--- config.mk ---
export PLATFORM = sky130hd
export DESIGN_NAME = fqd_step
export DESIGN_NICKNAME = d
export VERILOG_FILES = /design/src/sv/fraction_quotient_divider_defines.svh /design/src/sv/fqd_pkg.sv /design/src/sv/fqd_step.sv
export SDC_FILE = /design/constraint.sdc
export NUM_CORES = 1
export LEC_CHECK = 0
export BUFFER_PORTS_ARGS = -buffer_cell sky130_fd_sc_hd__buf_2
export CAP_MARGIN = 20
export CORE_AREA = 4 4 200 202
export CTS_BUF_LIST = sky130_fd_sc_hd__clkbuf_4 sky130_fd_sc_hd__clkbuf_8
export DETAILED_ROUTE_END_ITERATION = 7
export DIE_AREA = 0 0 204 206
export GPL_TIMING_DRIVEN = 1
export HOLD_SLACK_MARGIN = 0.05
export SYNTH_ARGS = -nofsm -noshare
export SYNTH_HDL_FRONTEND = slang
export SYNTH_SLANG_ARGS = --single-unit
--- constraint.sdc ---
create_clock -name clock -period 3.6 [get_ports clock]
set_input_delay 0.72 -clock clock [delete_from_list [all_inputs] [get_ports clock]]
set_output_delay 0.72 -clock clock [all_outputs]
set_load 0.03 [all_outputs]
--- src/sv/fraction_quotient_divider_defines.svh ---
// Assertion macros for the fraction quotient divider.
`ifndef FRACTION_QUOTIENT_DIVIDER_DEFINES_SVH
`define FRACTION_QUOTIENT_DIVIDER_DEFINES_SVH

// Same-cycle implication, checked out of reset.
`define FQD_ASSERT_NOW(label, clk, rst, ante, cons, msg) \
   label: assert property (@(posedge clk) disable iff (rst) (ante) |-> (cons)) \
      else $error(msg);

// Next-cycle implication, checked out of reset.
`define FQD_ASSERT_NEXT(label, clk, rst, ante, cons, msg) \
   label: assert property (@(posedge clk) disable iff (rst) (ante) |=> (cons)) \
      else $error(msg);

`endif

--- src/sv/fqd_pkg.sv ---
// Types and constants shared by the fraction quotient divider modules.
package fqd_pkg;

   localparam int DATA_W = 64;
   // One restoring step per stage: first half reduces the numerator, second
   // half produces the fraction bits.
   localparam int STEPS  = 2 * DATA_W;

   typedef struct packed {
      logic [DATA_W-1:0] numerator;
      logic [DATA_W-1:0] denominator;
   } fqd_req_type;

   typedef struct packed {
      logic [DATA_W-1:0] fraction;
      logic              not_a_number;
   } fqd_rsp_type;

   typedef struct packed {
      logic              valid;
      logic              not_a_number;
      logic [DATA_W-1:0] rem;
      logic [DATA_W-1:0] den;
      logic [DATA_W-1:0] dvd;
      logic [DATA_W-1:0] quo;
   } fqd_stage_type;

endpackage

--- src/sv/fqd_step.sv ---
// One restoring-division stage: shift, trial subtract, register.
module fqd_step
   import fqd_pkg::*;
(
   input  logic          clock,
   input  logic          reset,
   input  logic          advance,
   input  fqd_stage_type stage_in,
   output fqd_stage_type stage_ff
);

   fqd_stage_type     stage_in_next;
   logic              carry;
   logic [DATA_W-1:0] shifted;
   logic [DATA_W:0]   diff;

   always_comb begin
      carry   = stage_in.rem[DATA_W-1];
      shifted = {stage_in.rem[DATA_W-2:0], stage_in.dvd[DATA_W-1]};
      diff    = {1'b0, shifted} - {1'b0, stage_in.den};

      stage_in_next     = stage_in;
      stage_in_next.dvd = {stage_in.dvd[DATA_W-2:0], 1'b0};
      // take the subtraction when the shifted-out bit or no borrow says it fits
      if (carry || !diff[DATA_W]) begin
         stage_in_next.rem = diff[DATA_W-1:0];
         stage_in_next.quo = {stage_in.quo[DATA_W-2:0], 1'b1};
      end else begin
         stage_in_next.rem = shifted;
         stage_in_next.quo = {stage_in.quo[DATA_W-2:0], 1'b0};
      end
   end

   // valid bit is reset; the data fields only load while the pipe advances
   always_ff @(posedge clock) begin
      if (reset) begin
         stage_ff.valid <= 1'b0;
      end else if (advance) begin
         stage_ff.valid <= stage_in_next.valid;
      end
      if (advance) begin
         stage_ff.not_a_number <= stage_in_next.not_a_number;
         stage_ff.rem          <= stage_in_next.rem;
         stage_ff.den          <= stage_in_next.den;
         stage_ff.dvd          <= stage_in_next.dvd;
         stage_ff.quo          <= stage_in_next.quo;
      end
   end

endmodule

==> results of run 1 <==
where the power goes:
part | switching [µW] | internal [µW]
clock | 1260 | 1650
sequential | 82.4 | 3670
combinational | 1590 | 909
cells by family (layout without fill, tap and decap cells):
family,count (synthesis),in the layout,share of synthesized area [%]
multiplexers,2,2,0.167
XOR/XNOR,49,49,3.37
adder cells (fa/ha/maj),65,65,6.45
buffers and inverters,126,865,4.24
flip-flops,257,257,60.6
other,1,10,0.0295
AO/OA/AOI/OAI,293,293,14.7
AND/OR/NAND/NOR,278,278,10.4
per-layer routing:
| metal | up-vias | part of all wire [%] | routed length [µm] |
|---|---|---|---|
| li1 | 5427 | - | - |
| met1 | 5274 | 38 | 17800 |
| met2 | 427 | 51 | 24000 |
| met3 | 76 | 8.2 | 3860 |
| met4 | 8 | 2.3 | 1100 |
| met5 | - | 0.098 | 46 |
final timing paths:
path,start,to,depth (start not counted)
hold / removal,reset,stage_ff[257],2
hold reg to reg,stage_ff[257],stage_ff[257],2
setup reg to reg,stage_ff[257],stage_ff[257],2
setup / recovery,stage_in[127],stage_ff[251],16
cells in the final DEF (no fill, tap or decap), drive strengths merged, types with 9 or more instances in the layout:
| cell type | n |
|---|---|
| o21bai | 14 |
| nand2 | 71 |
| o21ai | 48 |
| nand4 | 25 |
| inv | 81 |
| nand3 | 18 |
| buf | 706 |
| a21oi | 114 |
| edfxtp | 256 |
| clkbuf | 65 |
| o31ai | 10 |
| a211oi | 13 |
| o211ai | 10 |
| xnor2 | 29 |
| nor2 | 97 |
| o21a | 18 |
| xor2 | 20 |
| a21o | 29 |
| clkinv | 10 |
| diode | 9 |
| nor3 | 21 |
| ha | 64 |
per-stage QoR:
| step | area [µm²] | instances |
|---|---|---|
| after global routing | 18200 | 2335 |
| after detailed placement | 17200 | 2250 |
| after CTS | 18200 | 2328 |
| after global placement | 17200 | 2250 |
| final | 18200 | 2337 |
| after floorplan | 12700 | 1071 |
final cells by class:
cell class | count | area share (%)
diodes | 9 | 0.124
clock buffers | 65 | 4.39
well taps | 518 | 3.56
repair buffers | 706 | 22.5
multi-input cells | 688 | 24.6
flip-flops and latches | 257 | 42.3
clock inverters | 13 | 0.831
inverters | 81 | 1.68
critical path, stage by stage:
cell	delay, ps
buf_2	110
inv_1	50
ha_1	230
fa_1	410
nand2b_1	180
a21oi_1	230
buf_4	160
o21a_1	220
o31ai_4	90
a2111oi_2	340
buf_4	190
or4_4	130
nand2_2	110
buf_4	200
a2111oi_1	350
nor3_1	90
==> impl_metrics.tcl, run 1 <==
set metrics [dict create \
    vias 11212 \
    ys_seq_elements 257 \
    synth_flop_cell "edfxtp_1" \
    cts_buffer_depth 3 \
    synth_common_cells "256 x edfxtp_1, 113 x a21oi_1, 97 x nor2_1" \
    yosys.area.top_type "edfxtp_1" \
    layout.nets 2107 \
    syn_area_um2 12700 \
    die_x_um 204 \
    synth_top_area_share_pct 60.4 \
    setup_viol 0 \
    critPathMaxFanout 5 \
    synth_edf_count 256 \
    die-area_um2 42000 \
    num_rows 72 \
    min_path_type "input port to flop" \
    ys_types 70 \
    finish.utilization_pct 47.6 \
    clkTransAtPathRegs_ps 50 \
    io_buffers 516 \
    ir_worst_vdd_mv 0.275 \
    fillers 3607 \
    fmax_mhz 290 \
    synthCells 1071 \
    crit_arrival_ps 3790 \
    start_util_pct 33.2 \
    rrSetupSlack_ps 3010 \
    setup_tns_ps 0 \
    ant_nets 0 \
    grt_usage_pct 20.9 \
    pre_cts_ws_ps -653 \
    p_leak_uw 0.00829 \
    grt_antenna_before_repair 23 \
    yosys_warnings 0 \
    syn_area_per_cell_um2 11.9 \
    vias_per_cell 4.80 \
    cts_root_buffer "clkbuf_8" \
    insertion_delay_ps 610 \
    worst_pin_slew_ps 649 \
    met1_usage_pct 24.4 \
    first_global_vias 11329 \
    globalRouteMet3Util_pct 5.96 \
    finalPower_uw 9150 \
    crit_required_ps 3940 \
    cts.htree.levels 2 \
    grt_max_degree 79 \
    ctsResizeCount 0 \
    grt-busiest-layer "met2" \
    die_h_um 206 \
    min_period_over_period_pct 95.8 \
    final-seq-area_um2 7710 \
    regMostFlops "stage_ff" \
    synth.most_common_cell "edfxtp_1" \
    cp-start-kind "input port" \
    finalClockSkew_ps 0 \
    area_growth_pct 43.2 \
    period_needed_ps 3450 \
    synth_top_cells_by_area "edfxtp_1 60%, ha_1 6.3%, a21oi_1 4.4%" \
    post-dp-hpwl_um 38400 \
    cts_inserted_buffers 47 \
    clock_sinks 257 \
    synth-seq-area-share_pct 60.6 \
    setup.worst_path.end_class "flop" \
    gp_congestion 0.883 \
    routedWlPerCell_um 20.0 \
    drc_errors 0 \
    drtIter0Drc 580 \
    powerDensity_nw_per_um2 502 \
    grt_util_met2_pct 37.5 \
    wl_um 46800 \
    core_area_um2 38300 \
    cts_setup_buffers 0 \
    holdWs_ps 263 \
    cts_tree "yes" \
    async_reset_ff_share_pct 0 \
    firstDrtPassIters 5 \
    status "complete, no violations" \
    reg_top3 "stage_ff: 257 flops" \
    maxCapViolCount 0 \
    multiInputGateArea_um2 4480 \
    slew_headroom_pct 56.8 \
    critPathKind "input port to flop" \
    layout_setup_ws_ps 152 \
    drive_gt1_share_pct 44.1 \
    grt_remaining_overflow 0 \
    ctsHoldBuffers 0 \
    hold_viol 0 \
    grt_pass1_wl_um 66600 \
    io_pins 519 \
    largest_reg_flops 257 \
    slew_violations 0 \
    synth_nets 1397 \
    rsz0062_at_grt "no" \
]
No activity file was read; power rests on OpenSTA's default activity.
==> inputs of run 2 (changes only) <==
Settings changed: PLACE_DENSITY_LB_ADDON set to 0.08.
==> impl_metrics.tcl, run 2 (synthesis gave the netlist of run 1 again) <==
set metrics [dict create \
    vias 11125 \
    clkTransAtPathRegs_ps 60 \
    setup.worst_path.end_class "flop" \
    maxCapViolCount 0 \
    core_area_um2 38300 \
    drive_gt1_share_pct 43.7 \
    p_int_uw 6040 \
    insertion_delay_ps 610 \
    timing.rr.start "stage_ff[257]" \
    critical_path.slowest_cell "or4_4" \
    slew_headroom_pct 59.6 \
    cp-start-kind "input port" \
    regMostFlops "stage_ff" \
    final_common_cell "buf_2" \
    grt_max_degree 67 \
    placed_cells_incl_taps 2252 \
    clock_sinks 257 \
    final-seq-area_um2 7710 \
    cp_num_buf_inv 5 \
    grt_pass1_wl_um 65800 \
    drc_errors 0 \
    critPathMaxFanout 17 \
    min_period_over_period_pct 93.1 \
    ff2ff_path_depth 2 \
    cts_setup_buffers 0 \
    cts_buffer_depth 3 \
    vias_per_cell 4.75 \
    start_util_pct 33.2 \
    combPwrFrac_pct 27.8 \
    crit_chain "buf_2 > inv_1 > ha_1 > a21o_1 > a211o_1 > o21a_1 > o31ai_4 > a2111oi_2 > buf_4 > or4_4 > nand2_2 > clkinv_2 > buf_12 > mux2_1" \
    slowest_delay_ps 510 \
    ir_worst_vdd_mv 0.308 \
    firstDrtPassIters 5 \
    worst_pin_slew_ps 606 \
    die-area_um2 42000 \
    status "complete, no violations" \
    p_switching_uw 2900 \
    hold_end "stage_ff[257]" \
    io_buffers 516 \
    p_clk_share_pct 30.4 \
    finalClockSkew_ps 0 \
    cts.htree.levels 2 \
    finish.utilization_pct 47.5 \
    multiInputGateArea_um2 4480 \
    ctsHoldBuffers 0 \
    setup_viol 0 \
    switching_share_pct 32.4 \
    gp_congestion 0.831 \
    rrSetupSlack_ps 3020 \
    fin_cells 2340 \
    fillers 3680 \
    routedWlPerCell_um 19.5 \
    hold_viol 0 \
    finalPower_uw 8940 \
    io_pins 519 \
    die_x_um 204 \
    slew_violations 0 \
    seqPwrFrac_pct 41.8 \
    area_growth_pct 42.8 \
    grt_remaining_overflow 0 \
    wl_um 45500 \
    period_needed_ps 3350 \
    largest_reg_flops 257 \
    ant_nets 0 \
    first_global_vias 11205 \
    num_rows 72 \
    holdWs_ps 259 \
    crit_required_ps 3940 \
    hold_depth 2 \
    hold_start "reset" \
    reg_top3 "stage_ff: 257 flops" \
    p_leak_uw 0.00826 \
    r2r_end "stage_ff[257]" \
    placed_area_um2 17300 \
    grt_antenna_before_repair 13 \
    fin_area_um2 18200 \
    powerDensity_nw_per_um2 492 \
    cts_root_buffer "clkbuf_8" \
    critPathKind "input port to flop" \
    grt_usage_pct 20.5 \
    layout_common_cells "515 x buf_2, 256 x edfxtp_1, 185 x buf_4" \
    die_h_um 206 \
    cts_tree "yes" \
    layout.nets 2108 \
    crit_family "compound AO/OA/AOI/OAI gates" \
    rsz0062_at_grt "no" \
    cts_inserted_buffers 46 \
    post-dp-hpwl_um 37300 \
    min_path_type "input port to flop" \
    drtIter0Drc 583 \
    fmax_mhz 298 \
    crit_arrival_ps 3690 \
]
[run 2: cell count changes in the layout (fill, tap and decap cells not counted), moves of 2 or more]
| cell | change |
|---|---|
| clkbuf_8 | -4 |
| clkbuf_4 | -3 |
| buf_4 | +2 |
| clkinv_1 | +12 |
| diode_2 | -4 |
[run 2: timing repair]
action	CTS	global route
setup endpoints to repair	0	1
gates resized for setup	0	1
hold endpoints to repair	0	0
[run 2: worst max-delay path by stage]
stage | start | to | slack [ps] | cells past startpoint
3_5_place_dp | stage_in[127] | stage_ff[251] | -470 | 16
5_1_grt | stage_in[127] | stage_ff[251] | 110 | 16
4_1_cts | stage_in[127] | stage_ff[251] | 190 | 16
2_1_floorplan | stage_in[127] | stage_ff[251] | 80 | 13
3_3_place_gp | stage_in[127] | stage_ff[241] | -400 | 15
6_report | stage_in[133] | stage_ff[226] | 250 | 14
[run 2: layer usage]
metal  GRT usage [%]  vias up  share of wire, %
met5               0        -             0.048
met3            6.18       66               7.9
met4            5.29        4               1.8
met1            24.7     5247                40
li1                -     5421                 -
met2            35.9      387                50
[run 2: power groups by stage]
stage / sequential (µW) / clock (µW) / combinational [µW]
finish: 3740 / 2720 / 2490
global route: 3760 / 2980 / 2690
CTS: 3740 / 2820 / 2510
detailed placement: 3800 / 0 / 2500
global placement: 3790 / 0 / 2500
floorplan: 4430 / 0 / 800
[run 2: metrics by stage]
stage | setup TNS (ps) | setup WS (ps)
finish | 0 | 249
global route | 0 | 106
CTS | 0 | 186
detailed placement | -18900 | -470
global placement | -17620 | -401
floorplan | 0 | 80.7
[run 2: area by class of cell]
class                           instances  share of cell area [%]
Inverter                               81                    1.68
Antenna cell                            5                  0.0689
Clock buffer                           58                    3.98
Sequential cell                       257                    42.4
Clock inverter                         25                   0.957
Timing Repair Buffer                  708                    22.7
Tap cell                              518                    3.57
Multi-Input combinational cell        688                    24.7
