File: src/sv/fraction_quotient_divider_defines.svh
// Assertion macros for the fraction quotient divider.
`ifndef FRACTION_QUOTIENT_DIVIDER_DEFINES_SVH
`define FRACTION_QUOTIENT_DIVIDER_DEFINES_SVH

// Same-cycle implication, checked out of reset.
`define FQD_ASSERT_NOW(label, clk, rst, ante, cons, msg) \
   label: assert property (@(posedge clk) disable iff (rst) (ante) |-> (cons)) \
      else $error(msg);

// Next-cycle implication, checked out of reset.
`define FQD_ASSERT_NEXT(label, clk, rst, ante, cons, msg) \
   label: assert property (@(posedge clk) disable iff (rst) (ante) |=> (cons)) \
      else $error(msg);

`endif

File: src/sv/fqd_pkg.sv
// Types and constants shared by the fraction quotient divider modules.
package fqd_pkg;

   localparam int DATA_W = 64;
   // One restoring step per stage: first half reduces the numerator, second
   // half produces the fraction bits.
   localparam int STEPS  = 2 * DATA_W;

   typedef struct packed {
      logic [DATA_W-1:0] numerator;
      logic [DATA_W-1:0] denominator;
   } fqd_req_type;

   typedef struct packed {
      logic [DATA_W-1:0] fraction;
      logic              not_a_number;
   } fqd_rsp_type;

   typedef struct packed {
      logic              valid;
      logic              not_a_number;
      logic [DATA_W-1:0] rem;
      logic [DATA_W-1:0] den;
      logic [DATA_W-1:0] dvd;
      logic [DATA_W-1:0] quo;
   } fqd_stage_type;

endpackage

File: src/sv/fqd_out_buf.sv
// Two-word output buffer between the pipeline and the result channel.
module fqd_out_buf
   import fqd_pkg::*;
(
   input  logic        clock,
   input  logic        reset,
   input  logic        push,
   input  fqd_rsp_type push_data,
   input  logic        out_stall,
   output logic        out_valid,
   output fqd_rsp_type out_data,
   output logic        full
);

   logic [1:0]  count_ff;
   logic [1:0]  count_in;
   logic        wr_ptr_ff;
   logic        rd_ptr_ff;
   logic        pop;
   fqd_rsp_type slot_ff [2];

   assign out_valid = (count_ff != 2'd0);
   assign full      = (count_ff == 2'd2);
   assign out_data  = slot_ff[rd_ptr_ff];
   assign pop       = out_valid && !out_stall;

   always_comb begin
      count_in = count_ff;
      if (push && !pop) begin
         count_in = count_ff + 2'd1;
      end else if (pop && !push) begin
         count_in = count_ff - 2'd1;
      end
   end

   always_ff @(posedge clock) begin
      if (reset) begin
         count_ff  <= 2'd0;
         wr_ptr_ff <= 1'b0;
         rd_ptr_ff <= 1'b0;
      end else begin
         count_ff <= count_in;
         if (push) begin
            wr_ptr_ff <= !wr_ptr_ff;
         end
         if (pop) begin
            rd_ptr_ff <= !rd_ptr_ff;
         end
      end
   end

   always_ff @(posedge clock) begin
      if (push) begin
         slot_ff[wr_ptr_ff] <= push_data;
      end
   end

endmodule

File: config.mk
export PLATFORM = sky130hd
export DESIGN_NAME = fqd_out_buf
export DESIGN_NICKNAME = d
export VERILOG_FILES = /design/src/sv/fraction_quotient_divider_defines.svh /design/src/sv/fqd_pkg.sv /design/src/sv/fqd_out_buf.sv
export SDC_FILE = /design/constraint.sdc
export NUM_CORES = 1
export LEC_CHECK = 0
export BUFFER_PORTS_ARGS = -buffer_cell sky130_fd_sc_hd__buf_2
export CAP_MARGIN = 20
export CORE_MARGIN = 4
export CORE_UTILIZATION = 40
export DETAILED_ROUTE_END_ITERATION = 12
export SYNTH_ARGS = -nofsm -noshare
export SYNTH_HDL_FRONTEND = slang
export SYNTH_SLANG_ARGS = --single-unit
File: constraint.sdc
create_clock -name clock -period 5.3 [get_ports clock]
set_input_delay 0.53 -clock clock [delete_from_list [all_inputs] [get_ports clock]]
set_output_delay 0.53 -clock clock [all_outputs]
set_load 0.01 [all_outputs]
==> results of run 1 <==
==> critical path: cells and delay by family (launching register included) <==
kind,cells,cell delay (ns)
muxes,1,0.43
DFF,1,0.94
buffers and inverters,1,0.14
==> final cells by class <==
| class | instances | area, µm² | share of cell area |
|---|---|---|---|
| Timing Repair Buffer | 136 | 683 | 0.109 |
| Sequential cell | 135 | 4010 | 0.641 |
| Clock inverter | 5 | 23.8 | 0.00381 |
| Multi-Input combinational cell | 82 | 856 | 0.137 |
| Tap cell | 147 | 184 | 0.0294 |
| Clock buffer | 27 | 493 | 0.0789 |
==> stage by stage <==
step / hold slack [ns] / worst slack [ns] / std cells
final: 0.312 / 2.83 / 532
after floorplan: 0.469 / 1.42 / 224
after global placement: 0.484 / 2.90 / 500
after detailed placement: 0.491 / 2.85 / 500
after CTS: 0.290 / 2.76 / 532
after global routing: 0.289 / 2.70 / 532
==> synth_stat cells <==
master and count:
or3_1 1, ha_1 1, o21bai_1 1, buf_2 1
a21oi_1 1, dfxtp_1 5, xnor2_1 1, xor2_1 3
buf_4 1, or2_2 1, o21ai_0 1, edfxtp_1 130
nor2_1 4, nor2b_1 1, buf_6 5, and2_1 1
and2b_2 1, mux2_2 65
==> how the worst min path moves through the flow <==
stage | endpoint | slack, ns | depth (start not counted)
global route | slot_ff[1][24] | 0.29 | 1
CTS | slot_ff[1][6] | 0.29 | 1
floorplan | count_ff[1] | 0.47 | 2
finish | slot_ff[1][6] | 0.31 | 1
detailed placement | register | 0.49 | 2
global placement | rd_ptr_ff | 0.48 | 2
==> power breakdown <==
part	internal (mW)	switching, mW
combinational	0.298	0.229
clock	0.629	0.386
sequential	1.26	0.103
==> routing by layer <==
layer	vias up	track usage	routed length [µm]	part of all wire
met5	-	0	0	0
met4	0	0.0652	187	0.022
met3	20	0.0579	673	0.079
met2	96	0.204	4110	0.48
met1	1214	0.144	3570	0.42
li1	1179	-	-	-
==> cells by family (layout without fill, tap and decap cells) <==
family	count (synthesis)	after routing
xor gates and xnor gates	4	4
AOI/OAI and AO/OA	3	3
muxes	65	65
buffers and inverters	7	168
adders and majority gates	1	1
DFF	135	135
and+or+nand+nor	9	9
==> state kept, by name, summed over array words and instances (netlist names), named ones only <==
register / count
wr_ptr_ff: 1
rd_ptr_ff: 1
count_ff: 2
slot_ff: 130
==> results.md, run 1 <==
* Outcome: completed
* Area contributors post-synth: edfxtp_1 79%, mux2_2 15%, dfxtp_1 2.0%, buf_6 1.1%, xor2_1 0.53%
* Num CTS Buffers at 17
* Netlist cell types at 18
* Syn Nets at 294
* Crit path launch type: register
* Crit path capture type: output port
* CTS tree: built
* Count of nets left with antenna violations after detail routing at 0
* Pre-Repair DR Iteration Count at 4
* Post-Syn Instances at approximately 220
* Commonest non-fill, non-tap cell in the layout: buf_2
* Clk_lat worst skew at 0.40 ns
* Reg-to-reg startpoint: wr_ptr_ff
* N_diodes at 0
* Syn-to-layout area delta at 27.0%
* Yosys Warn Count at 0
* Clk_skew at 0.00334 ns
* Reg-to-Reg End: slot_ff[0][2]
* I/O pin count at around 140
* Via/cell ratio at 4.72
* Core ar. at 12000 µm²
* Die height at 119 µm
* Detailed Route WL at 8.54 mm
* Leakage power at 2.36 nW
* Final Instance Area at ~6200 µm²
* Synth top area share at 0.794
* Layout cells sized above 1 at 0.597
* HP Class: in -> reg
* Final routed DRC violation total at 0
* RSZ-0062 raised after global routing: no
* Crit-path max cell delay at 0.94 ns
* Post-Syn Area per Cell at 22.0 µm²
* Post-layout util at 0.520
* Worst Path Arrival at 1.94 ns
* Max-cap violations at 0
* Final setup TNS at 0 ns
* Xor/xnor share of the synthesized area at 0.00712
* Clk slew on worst S/H paths at 0.05 ns
* Initial Util at 0.409
* Largest net degree at the start of global routing at 66
* Rows at 40
* Setup bufs post-CTS at 0
* Crit path cell chain: mux2_2 > buf_2
* R2r setup slk at 3.29 ns
* CTS sink count at 135
* CTS resizes at 0
* Dominant cell type by area after synthesis: edfxtp_1
* Crit-path slowest cell: dfxtp_4
* Final min period at around 2.5 ns
* Clock root buffer: clkbuf_16
* Die width at 119 µm
* Total Power at 2.90 mW
* CTS max path bufs at 2
* Mux contribution to synthesized area at 0.149
* Hold_sp: push_data[6]
* Detailed Route Iter0 Violations at around 160
* Pins Over Slew Limit at 0
* Relative slew slack at 0.391
* Worst Tran Pin Value at 0.913 ns
* Via count at 2509
* Cts hold-fix bufs at 0
* Total gr overflow at 0
* Post-Syn Area at 4920 µm²
* Commonest non-fill, non-tap cells in the layout: 135 x buf_2, 130 x edfxtp_1, 65 x mux2_2, 17 x clkbuf_16, 7 x clkbuf_1
* NumNets Final at roughly 440
* Post-DP Area at 5730 µm²
* Final Cycle Share at 0.466
* Number of global-route vias before repair at 2733
* Simple-gate portion of the synthesized area at 0.00992
* Final setup viols at 0
* Final hold vios at 0
* Die area at 14100 µm²
* Largest fanout on the critical path at 65
* Filler Cells Inserted at 1012
* Worst r2r path cells at 2
* Area share of fa/ha/maj cells after synthesis at 0.00254
* Register area share after synthesis at 0.814
* Synthesized flop and latch total at 135
* Synth Area in Compound Gates at 0.00356
* Power density cells at 465 nW/µm²
* Main combinational cell family by area after synthesis: multiplexers
* Maximum vdd drop at 0.000271 V
* Peak Freq at between 400 and 500 MHz
* CP Class: reg -> out
* Initial antenna violation count at 0
* Routed length per instance at ~16 µm
* Post-DP HPWL at 5.31 mm
* H-tree lvl count at 4
* Worst path required time at about 4.8 ns
* RePlAce Congestion at between 0.6 and 0.7
* Critical Path End: out_data[64]
* Port Buf Inserts at 135
* First-pass GRT wire length at 13.6 mm
* GRT Total Usage at 0.127
Note: power is estimated with default switching activity, not from simulation.
==> run 2: changes to the inputs <==
==> constraint.sdc (replaced) <==
create_clock -name clock -period 2.5 [get_ports clock]
set_input_delay 0.25 -clock clock [delete_from_list [all_inputs] [get_ports clock]]
set_output_delay 0.25 -clock clock [all_outputs]
set_load 0.01 [all_outputs]
==> results.md, run 2 (synthesis gave the netlist of run 1 again) <==
* Final routed DRC violation total at 0
* Cts hold-fix bufs at 0
* CTS max path bufs at 2
* Clk network pwr share at 0.346
* N_diodes at 0
* Post-DP HPWL at 5.64 mm
* GRT Total Usage at 0.132
* Final min period at around 2.1 ns
* Grt met1 use at 0.161
* Detailed Route WL at 8.76 mm
* Crit path launch type: register
* Reg area at 4010 µm²
* CP Class: reg -> out
* Leakage power at 2.38 nW
* Largest register FFs at 130
* Count of nets left with antenna violations after detail routing at 0
* Total gr overflow at 0
* Final setup viols at 0
* Syn-to-layout area delta at 28.2%
* Gr busiest metal: met2
* Filler Cells Inserted at 1001
* Die width at 119 µm
* Routed length per instance at between 15 and 20 µm
* HP Class: in -> reg
* Layout cells sized above 1 at 0.597
* Largest net degree at the start of global routing at 40
* Internal at 4.66 mW
* Critical path's top delay family: flip-flops
* Seq pwr share at 0.451
* Pre-Repair DR Iteration Count at 6
* Core ar. at roughly 12000 µm²
* RSZ-0062 raised after global routing: no
* Detailed Route Iter0 Violations at 129
* Crit-path slowest cell: dfxtp_4
* CTS tree: built
* Footprint of the multi-input gates at 856 µm²
* Rows at 40
* Via/cell ratio at 4.74
* CTS sink count at about 140
* Commonest non-fill, non-tap cell in the layout: buf_2
* Biggest regs: slot_ff x130, count_ff x2
* Crit-path max cell delay at 0.59 ns
* Final hold vios at 0
* Crit path cell chain: buf_12 > mux2_2 > buf_2
* Port Buf Inserts at between 100 and 150
* Initial Util at 0.409
* Hold WS at 0.0270 ns
* Die height at between 100 and 150 µm
* Final Cycle Share at 0.829
* First-pass GRT wire length at 14.1 mm
* H-tree lvl count at 4
* Worst path required time at ~2.3 ns
* Most flops, register: slot_ff
* Relative slew slack at 0.592
* Clk_skew at around 0.0061 ns
* Max-cap violations at 0
* Final setup TNS at 0 ns
* Power density cells at approximately 980 nW/µm²
* Largest fanout on the critical path at 39
* Num CTS Buffers at 17
* Setup bufs post-CTS at 0
* Number of global-route vias before repair at around 2800
* Switching Share at 0.247
* Clk slew on worst S/H paths at 0.05 ns
* Initial antenna violation count at 0
* Clock root buffer: clkbuf_16
* Worst Path Arrival at 1.82 ns
* Commonest non-fill, non-tap cells in the layout: 135 x buf_2, 130 x edfxtp_1, 65 x mux2_2, 17 x clkbuf_16
* Outcome: completed
* Global-route track usage on met3 at 0.0551
* WP buf/inv at 2
* Combinational Power Share at 0.204
* Via count at 2523
* Maximum vdd drop at ~0.00054 V
* CTS resizes at 0
* Die area at between 10000 and 15000 µm²
* Met2 GRT Util at 0.202
* Pins Over Slew Limit at 0
* NumNets Final at 445
* Net Sw Power at between 1.5 and 2 mW
* Peak Freq at between 400 and 500 MHz
* Worst Tran Pin Value at approximately 0.6 ns
* Crit path capture type: output port
* I/O pin count at 136
* Clk_lat worst skew at 0.41 ns
* RePlAce Congestion at 0.657
run 2: layout make-up:
| cell class | count | share of cell area |
|---|---|---|
| Tap cell | 147 | 0.0292 |
| Sequential cell | 135 | 0.636 |
| Multi-Input combinational cell | 82 | 0.136 |
| Clock buffer | 21 | 0.0699 |
| Timing Repair Buffer | 139 | 0.120 |
| Clock inverter | 8 | 0.00953 |
run 2: worst paths after layout:
| check | startpoint | depth (start not counted) | to | slack, ns |
|---|---|---|---|---|
| max reg2reg | wr_ptr_ff | 2 | slot_ff[1][14] | 0.98 |
| min | push_data[59] | 1 | slot_ff[1][59] | 0.03 |
| max | register | 3 | out_data[23] | 0.43 |
| min reg2reg | rd_ptr_ff | 2 | register | 0.50 |
run 2: through the flow:
step / instances / cell area, µm² / util / setup slack (ns) / power, mW
6_report: 532 / 6300 / 0.525 / 0.427 / 6.19
5_1_grt: 532 / 6300 / 0.525 / 0.297 / 6.50
4_1_cts: 532 / 6300 / 0.525 / 0.362 / 6.28
3_5_place_dp: 503 / 5800 / 0.483 / 0.807 / 4.13
3_3_place_gp: 503 / 5800 / 0.483 / 0.808 / 4.11
2_1_floorplan: 224 / 4920 / - / 0.0462 / 3.66
run 2: worst reg2reg max path, stage by stage (launching register included):
cell and delay, ns:
dfxtp_1 0.40, and2_4 0.49, buf_12 0.29
run 2: metal layers:
layer	up-vias	routed length, µm
met5	-	0
met3	20	705
met4	0	173
met1	1228	3850
met2	95	4040
li1	1180	-
run 2: power groups by stage:
stage	sequential [mW]	combinational, mW	clock [mW]
2_1_floorplan	2.75	0.912	0
3_3_place_gp	2.83	1.28	0
3_5_place_dp	2.84	1.29	0
4_1_cts	2.79	1.29	2.19
5_1_grt	2.81	1.38	2.31
6_report	2.79	1.26	2.14
==> run 3: changes to the inputs <==
==> constraint.sdc (replaced) <==
create_clock -name clock -period 2.1 [get_ports clock]
set_input_delay 0.21 -clock clock [delete_from_list [all_inputs] [get_ports clock]]
set_output_delay 0.21 -clock clock [all_outputs]
set_load 0.01 [all_outputs]
==> results.md, run 3 (synthesis gave the netlist of run 1 again) <==
* Outcome: completed
* Leakage power at 2.70 nW
* Final worst slack at between 0.3 and 0.4 ns
* Initial Util at 0.409
* Largest net degree at the start of global routing at 46
* GRT Total Usage at 0.140
* HP Class: in -> reg
* Setup bufs post-CTS at 0
* Crit path capture type: output port
* CTS sink count at 135
* Core ar. at 12000 µm²
* Initial antenna violation count at 0
* RePlAce Congestion at between 0.7 and 0.8
* Die height at 119 µm
* Internal at about 6.0 mW
* Post-DP Area at about 5800 µm²
* Commonest non-fill, non-tap cells in the layout: 135 x buf_2, 130 x edfxtp_1, 66 x dlygate4sd3_1, 65 x mux2_2, 17 x clkbuf_16
* Final Cycle Share at 0.844
* Post-DP HPWL at 5.53 mm
* Rows at 40
* Clk slew on worst S/H paths at 0.05 ns
* Relative slew slack at 0.639
* CP Class: reg -> out
* Total Power at 7.87 mW
* Worst Tran Pin Value at about 0.54 ns
* I/O pin count at 136
* H-tree lvl count at 4
* Crit path launch type: register
* Commonest non-fill, non-tap cell in the layout: buf_2
* Die area at 14100 µm²
* Count of nets left with antenna violations after detail routing at 0
* CTS max path bufs at 2
* Via/cell ratio at 4.63
* Detailed Route WL at 9.22 mm
* Cts hold-fix bufs at 66
* Detailed Route Iter0 Violations at 138
* Critical path's top delay family: buffers and inverters
* Die width at 119 µm
* Filler Cells Inserted at 937
* Dpl ws at 0.661 ns
* Port Buf Inserts at 135
* Largest register FFs at between 100 and 150
* Seq pwr share at 0.411
* Syn-to-layout area delta at 43.0%
* Num CTS Buffers at 17
* N_diodes at 0
* Final setup TNS at 0 ns
* Peak Freq at 564 MHz
* Total gr overflow at 0
* RSZ-0062 raised after global routing: no
* Worst path required time at 1.89 ns
* Maximum vdd drop at about 0.00055 V
* Crit-path slowest cell: mux2_2
* Layout cells sized above 1 at 0.522
* Clk network pwr share at 0.375
* Pre-Repair DR Iteration Count at 4
* Power density cells at roughly 1100 nW/µm²
* Net Sw Power at 1.87 mW
* Most flops, register: slot_ff
* NumNets Final at 513
* Routed length per instance at about 15 µm
* Post-Place Cells at 505
* Worst Path Arrival at 1.56 ns
* Cell Count, Final, Fillers Out at 603
* WP buf/inv at 2
* Clk_skew at 0.00546 ns
* Final min period at 1.77 ns
* Clock root buffer: clkbuf_16
* CTS tree: built
* Final routed DRC violation total at 0
* Switching Share at 0.237
* Final setup viols at 0
* Crit path cell chain: buf_4 > mux2_2 > buf_2
* Biggest regs: slot_ff x130, count_ff x2
* Combinational Power Share at 0.213
* Crit-path max cell delay at 0.38 ns
* Largest fanout on the critical path at 20
* First-pass GRT wire length at 15.2 mm
* Pins Over Slew Limit at 0
* CTS resizes at 0
* Max-cap violations at 0
* Final hold vios at 0
* Final Instance Area at roughly 7000 µm²
* Via count at 2793
* Number of global-route vias before repair at 3158
* Clk_lat worst skew at between 0.4 and 0.5 ns
run 3: cell count changes in the layout (fill, tap and decap cells not counted), moves of 2 or more:
cell           before  now
dlygate4sd3_1       0   66
buf_4               0    5
buf_12              4    1
bufinv_16           1    4
clkinv_2            3    6
clkinv_1            4    2
run 3: worst paths after layout:
| path | startpoint | end | slack [ns] | depth (start not counted) |
|---|---|---|---|---|
| min reg2reg | rd_ptr_ff | rd_ptr_ff | 0.51 | 2 |
| max reg2reg | count_ff[0] | count_ff[1] | 0.65 | 4 |
| min | push | wr_ptr_ff | 0.10 | 3 |
| max | register | out_data[55] | 0.33 | 3 |
run 3: cell type report:
cell class | instances | area (µm²) | area share
clock buffers | 20 | 437 | 0.0621
clock inverters | 12 | 158 | 0.0224
multi-input cells | 82 | 855 | 0.122
flip-flops and latches | 135 | 4010 | 0.570
well taps | 147 | 184 | 0.0262
repair buffers | 207 | 1390 | 0.198
run 3: power by group through the flow:
stage / clock [mW] / sequential, mW / combinational [mW]
CTS: 3.03 / 3.24 / 1.72
finish: 2.96 / 3.24 / 1.68
global route: 3.15 / 3.26 / 1.84
floorplan: 0 / 3.27 / 1.09
detailed placement: 0 / 3.29 / 1.62
global placement: 0 / 3.28 / 1.61
run 3: layer usage:
metal	vias to the layer above	global-route usage	wire (µm)
met3	18	0.0527	534
li1	1323	-	-
met2	93	0.240	4820
met4	0	0.0630	202
met1	1359	0.156	3660
met5	-	0	0
run 3: through the flow:
step	util	hold WS [ns]
after global placement	0.481	0.398
after floorplan	-	0.279
after CTS	0.585	0.0810
after global routing	0.585	0.0972
after detailed placement	0.481	0.401
final	0.585	0.104
run 3: worst register-to-register path, stage by stage, from the launching register on:
cell and delay, ns:
dfxtp_1 0.35, o21bai_1 0.23, ha_1 0.31, or3_1 0.35, a21oi_1 0.14
